<file path="src/hdl/pfa_pkg.sv">
// Shared types and fixed constants for the page-frame allocator.
package pfa_pkg;

    localparam int PAGE_W    = 14;
    localparam int REF_OUT_W = 16;
    localparam int REG_W     = 15;
    localparam int CMD_W     = 3;
    localparam int STAT_W    = 3;
    localparam int CFG_IDX_W = 2;

    typedef enum logic [CMD_W-1:0] {
        CMD_INIT   = 3'd0,
        CMD_ALLOC  = 3'd1,
        CMD_FREE   = 3'd2,
        CMD_INCREF = 3'd3,
        CMD_DECREF = 3'd4
    } cmd_e_t;

    typedef enum logic [STAT_W-1:0] {
        STAT_OK           = 3'd0,
        STAT_NO_FREE      = 3'd1,
        STAT_REF_NZ       = 3'd2,
        STAT_ALREADY_FREE = 3'd3,
        STAT_UNDERFLOW    = 3'd4,
        STAT_OVERFLOW     = 3'd5,
        STAT_RANGE        = 3'd6
    } stat_e_t;

    typedef enum logic [CFG_IDX_W-1:0] {
        CFG_PAGE_COUNT  = 2'd0,
        CFG_HOLE_FIRST  = 2'd1,
        CFG_HOLE_END    = 2'd2,
        CFG_KERNEL_END  = 2'd3
    } cfg_idx_e_t;

    typedef struct packed {
        stat_e_t                status;
        logic [PAGE_W-1:0]      page_out;
        logic [REF_OUT_W-1:0]   ref_after;
        logic                   zero_fill;
    } res_t;

endpackage

</file>
<file path="src/hdl/pfa_exec.sv">
// Command decode and read-modify-write logic for one non-init command.
module pfa_exec
    import pfa_pkg::*;
#(
    parameter int AW       = 14,
    parameter int CW       = 15,
    parameter int REF_BITS = 16
)
(
    input  logic [CMD_W-1:0]        cmd,
    input  logic [PAGE_W-1:0]       pg,
    input  logic                    zreq,
    input  logic [REF_BITS+AW:0]    rd_data,
    input  logic [AW-1:0]           head,
    input  logic [CW-1:0]           fcount,
    input  logic [CW-1:0]           active,
    output res_t                    res,
    output logic                    we,
    output logic [AW-1:0]           waddr,
    output logic [REF_BITS+AW:0]    wdata,
    output logic [AW-1:0]           head_next,
    output logic [CW-1:0]           fcount_next
);

    logic                rd_on;
    logic [REF_BITS-1:0] rd_ref;
    logic [AW-1:0]       rd_link;
    logic [REF_BITS-1:0] ref_dec;
    logic [REF_BITS-1:0] ref_inc;
    logic [AW-1:0]       pg_addr;
    logic [AW-1:0]       push_link;
    logic                out_of_range;

    assign rd_on        = rd_data[REF_BITS+AW];
    assign rd_ref       = rd_data[AW +: REF_BITS];
    assign rd_link      = rd_data[AW-1:0];
    assign ref_dec      = rd_ref - REF_BITS'(1);
    assign ref_inc      = rd_ref + REF_BITS'(1);
    assign pg_addr      = AW'(pg);
    assign push_link    = (fcount == '0) ? '0 : head;
    assign out_of_range = (32'(pg) >= 32'(active));

    always_comb
    begin
        res         = '{STAT_OK, pg, '0, 1'b0};
        we          = 1'b0;
        waddr       = pg_addr;
        wdata       = rd_data;
        head_next   = head;
        fcount_next = fcount;
        case (cmd)
            CMD_ALLOC:
            begin
                if (fcount == '0)
                begin
                    res = '{STAT_NO_FREE, '0, '0, 1'b0};
                end
                else
                begin
                    res         = '{STAT_OK, PAGE_W'(head), REF_OUT_W'(rd_ref), zreq};
                    we          = 1'b1;
                    waddr       = head;
                    wdata       = {1'b0, rd_ref, {AW{1'b0}}};
                    fcount_next = fcount - CW'(1);
                    head_next   = (fcount == CW'(1)) ? '0 : rd_link;
                end
            end
            CMD_FREE:
            begin
                if (out_of_range)
                begin
                    res.status = STAT_RANGE;
                end
                else if (rd_ref != '0)
                begin
                    res = '{STAT_REF_NZ, pg, REF_OUT_W'(rd_ref), 1'b0};
                end
                else if (rd_on)
                begin
                    res.status = STAT_ALREADY_FREE;
                end
                else
                begin
                    we          = 1'b1;
                    wdata       = {1'b1, rd_ref, push_link};
                    head_next   = pg_addr;
                    fcount_next = fcount + CW'(1);
                end
            end
            CMD_INCREF:
            begin
                if (out_of_range)
                begin
                    res.status = STAT_RANGE;
                end
                else if (rd_ref == '1)
                begin
                    res = '{STAT_OVERFLOW, pg, REF_OUT_W'(rd_ref), 1'b0};
                end
                else
                begin
                    we    = 1'b1;
                    wdata = {rd_on, ref_inc, rd_link};
                    res   = '{STAT_OK, pg, REF_OUT_W'(ref_inc), 1'b0};
                end
            end
            CMD_DECREF:
            begin
                if (out_of_range)
                begin
                    res.status = STAT_RANGE;
                end
                else if (rd_ref == '0)
                begin
                    res.status = STAT_UNDERFLOW;
                end
                else
                begin
                    we    = 1'b1;
                    wdata = {rd_on, ref_dec, rd_link};
                    res   = '{STAT_OK, pg, REF_OUT_W'(ref_dec), 1'b0};
                    // A count that drops to zero returns the page to the list, unless it is already listed.
                    if (ref_dec == '0)
                    begin
                        if (rd_on)
                        begin
                            res.status = STAT_ALREADY_FREE;
                        end
                        else
                        begin
                            wdata       = {1'b1, ref_dec, push_link};
                            head_next   = pg_addr;
                            fcount_next = fcount + CW'(1);
                        end
                    end
                end
            end
            default:
            begin
                res.status = STAT_RANGE;
            end
        endcase
    end

endmodule

</file>
<file path="config.mk">
export PLATFORM = sky130hd
export DESIGN_NAME = pfa_exec
export DESIGN_NICKNAME = d
export VERILOG_FILES = /design/src/hdl/pfa_pkg.sv /design/src/hdl/pfa_exec.sv
export SDC_FILE = /design/constraint.sdc
export NUM_CORES = 1
export LEC_CHECK = 0
export ABC_AREA = 1
export BUFFER_PORTS_ARGS = -buffer_cell sky130_fd_sc_hd__clkbuf_2
export CORE_MARGIN = 3
export CORE_UTILIZATION = 27
export DETAILED_ROUTE_END_ITERATION = 10
export GPL_TIMING_DRIVEN = 0
export PLACE_DENSITY = 0.46
export SYNTH_ARGS = -nofsm -noshare
export SYNTH_HDL_FRONTEND = slang
export SYNTH_SLANG_ARGS = --single-unit
</file>
<file path="constraint.sdc">
create_clock -name vclk -period 4.6
set_clock_uncertainty 0.2 [all_clocks]
set_input_delay 0.92 -clock vclk [all_inputs]
set_output_delay 0.92 -clock vclk [all_outputs]
set_load 0.05 [all_outputs]
</file>
==> flow_summary_export.csv <==
group,metric,value,unit
sta,finalCriticalPeriod,4.49,ns
floorplanning,ios,202,
grt,grt_pass1_vias,6638,
power_and_ir_drop,leakage,3.21,nW
power_and_ir_drop,switching_share,0.751,
route,drc_errors,0,
logic_synthesis,yosysWarnings,0,
route,drt_iter0_markers,643,
finish,regArea,0,um2
power_and_ir_drop,peakVddDrop,0.0800,mV
worst_setup_path,cp_num_buf_inv,7,
finish,drive_above_1_share,0.284,
floorplanning,die_width,139,um
route,ant_nets,0,
power_and_ir_drop,p_sw,0.646,mW
worst_setup_path,cp.required,3.48,ns
sta,tns,0,ns
placed_design,port_buffers,188,
worst_setup_path,cp.arrival,3.37,ns
worst_setup_path,worstSetupStartpointType,"input port",
finish,final_area,6190,um2
logic_synthesis,synth_area_per_cell,5.19,um2
placed_design,place_area,5990,um2
finish,antenna_cells,0,
worst_setup_path,cpLargestDelayFamily,"buffers and inverters",
sta,fmax,223,MHz
sta,hold_viol,0,
cts,ctsHoldBuffers,0,
logic_synthesis,synth_seq_area_share,0,
grt,met3_usage,0.0410,
floorplanning,placementRows,47,
power_and_ir_drop,combPwrFrac,1.000,
worst_setup_path,cpPeakStageDelay,0.31,ns
sta,finalCritPeriodShare,0.977,
status,outcome,"completed",
flow_run,maxCapViolCount,0,
route,wl,22800,um
grt,track_usage,0.223,
logic_synthesis,syn_nets,1035,
route,drt_pre_antenna_iters,5,
floorplanning,die_h,139,um
sta,slew_headroom,0.366,
grt,grt_pass1_wl,36200,um
placed_design,hpwl,19000,um
finish,nClkBuffers,0,
sta,rsz0062_at_grt,"yes",
sta,worst_pin_slew,0.948,ns
floorplanning,dieArea,19300,um2
route,vias,6950,
placed_design,gp_congestion,0.922,
logic_synthesis,synthCells,920,
logic_synthesis,yosys.area.top_type,"nand2_1",
grt,grt_antenna_before_repair,0,
logic_synthesis,netlist_top_cells_area,"nand2_1 19%, o21ai_0 10%, inv_1 8.4%, nand3_1 7.0%, nor2_1 6.3%",
finish,numSequentialCells,0,
power_and_ir_drop,intPower,0.214,mW
floorplanning,fp.coreArea,16900,um2
route,viasPerCell,5.20,
sta,worst_hold_slack,2.03,ns
sta,slew_violations,0,
grt,grt_use_met2,0.371,
floorplanning,start_util,0.282,
grt,grtUsageMet1,0.311,
power_and_ir_drop,pwr-share-clk,0,
finish,area_delta_synth_final,29.6,%
sta,setup_violations,0,
worst_setup_path,path_cells,"clkbuf_2 -> ha_1 -> nand2_1 -> inv_2 -> nand3_1 -> inv_1 -> a21oi_1 -> nand3b_1 -> buf_4 -> nor2_1 -> nand2_1 -> nand2_4 -> inv_1 -> buf_4 -> o21ai_2 -> clkbuf_4",
finish,final_nets,1233,
hold_path,hold_path_class,"in2out",
power_and_ir_drop,power_density,139,nW/um2
grt,grt_start_max_net_pins,12,
grt,globalRoute.busiestLayer,"met2",
logic_synthesis,synth_area,4770,um2
logic_synthesis,synth_cell_types,46,
route,wire_per_inst,17.1,um
worst_setup_path,crit_fanout,10,
worst_setup_path,slowest_stage,"ha_1",
worst_setup_path,worstSetupPathType,"in2out",
grt,gr-total-overflow,0,
logic_synthesis,synth_top_area_frac,0.191,
power_and_ir_drop,pwr-share-seq,0,
worst_setup_path,critPathCaptureType,"primary output",
[logic make-up (layout without fill, tap and decap cells)]
group	Yosys count	after routing	share of synthesized area
compound gates	213	213	0.260
xor+xnor	15	15	0.0275
fa+ha+maj	22	22	0.0577
simple gates	513	514	0.517
buf+inv	157	352	0.138
[per-stage QoR]
step	setup WS (ns)	instances	total power, mW	utilization
floorplan	0.0556	920	0.598	-
global placement	-0.389	1328	0.837	0.354
detailed placement	-0.322	1328	0.837	0.354
CTS	0.00298	1333	0.849	0.358
global route	-0.0254	1336	0.927	0.365
finish	0.106	1336	0.860	0.365
[cell type report]
type / instances / area, um2
repair buffers: 195 / 1040
well taps: 220 / 275
fillers: 2017 / 10800
multi-input cells: 764 / 4200
plain buffers: 43 / 245
inverters: 114 / 430
[power groups by stage]
stage / clock network [mW] / registers (mW) / logic [mW]
after floorplan: 0 / 0 / 0.598
after global placement: 0 / 0 / 0.837
after detailed placement: 0 / 0 / 0.837
after CTS: 0 / 0 / 0.849
after global routing: 0 / 0 / 0.927
final: 0 / 0 / 0.860
[worst min-delay path, delay by kind of cell]
family	cells	cell delay, ns
buffers and inverters	2	0.30
AND/OR/NAND/NOR	2	0.08
[placed cells by master (no fill, tap or decap), types with 3 or more instances in the layout]
master     synthesis  final
a21oi_1           52     51
a22oi_1            5      5
a31oi_1            8      8
buf_1              4      3
buf_2             10     25
buf_4              1     13
buf_6              7      7
clkbuf_1          20     16
clkbuf_2           1    159
clkbuf_4           0     15
ha_1              22     21
inv_1            107    106
inv_2              7      7
nand2_1          243    239
nand2_2           25     27
nand2_4            3      5
nand3_1           67     67
nand3_2           11     11
nand4_1           29     29
nor2_1            80     75
nor2_2             9     13
nor2_4             6      8
nor2_8             3      3
nor3_1            21     20
nor3_2             4      3
nor4_1             3      3
o2111ai_1          3      3
o211ai_1          18     18
o21ai_0           98     96
o21ai_1            2      3
o21ai_2            9     10
o21bai_1          10     10
xor2_1            15     15
[what timing repair did]
| item | in CTS | in global routing |
|---|---|---|
| setup buffers | 5 | 2 |
| resized for setup | 14 | 72 |
| setup endpoints to repair | 52 | 83 |
| gates cloned | 0 | 1 |
| pin swaps | 1 | 5 |
[synthesized netlist by cell type, drive strengths merged (2+ instances only)]
| library cell | instances |
|---|---|
| o211ai | 18 |
| or2 | 2 |
| xor2 | 15 |
| o221ai | 2 |
| nand3b | 2 |
| inv | 114 |
| nor4 | 3 |
| o21ai | 109 |
| nand3 | 79 |
| a21oi | 53 |
| nor2 | 98 |
| clkbuf | 21 |
| o2111ai | 3 |
| nor3 | 25 |
| ha | 22 |
| o21bai | 10 |
| nand2 | 272 |
| a31oi | 8 |
| a22oi | 5 |
| nand4 | 30 |
| buf | 22 |
[layer usage]
layer,part of all wire,wire length [um],up-vias
li1,-,-,3472
met1,0.44,10100,3161
met3,0.090,2060,23
met2,0.45,10300,294
met4,0.014,317,0
met5,0,0,-
[final timing paths]
check   start       end  depth (start not counted)
max    pg[13]  wdata[9]                         16
min      zreq    res[0]                          4
(Power assumes the default switching activity.)
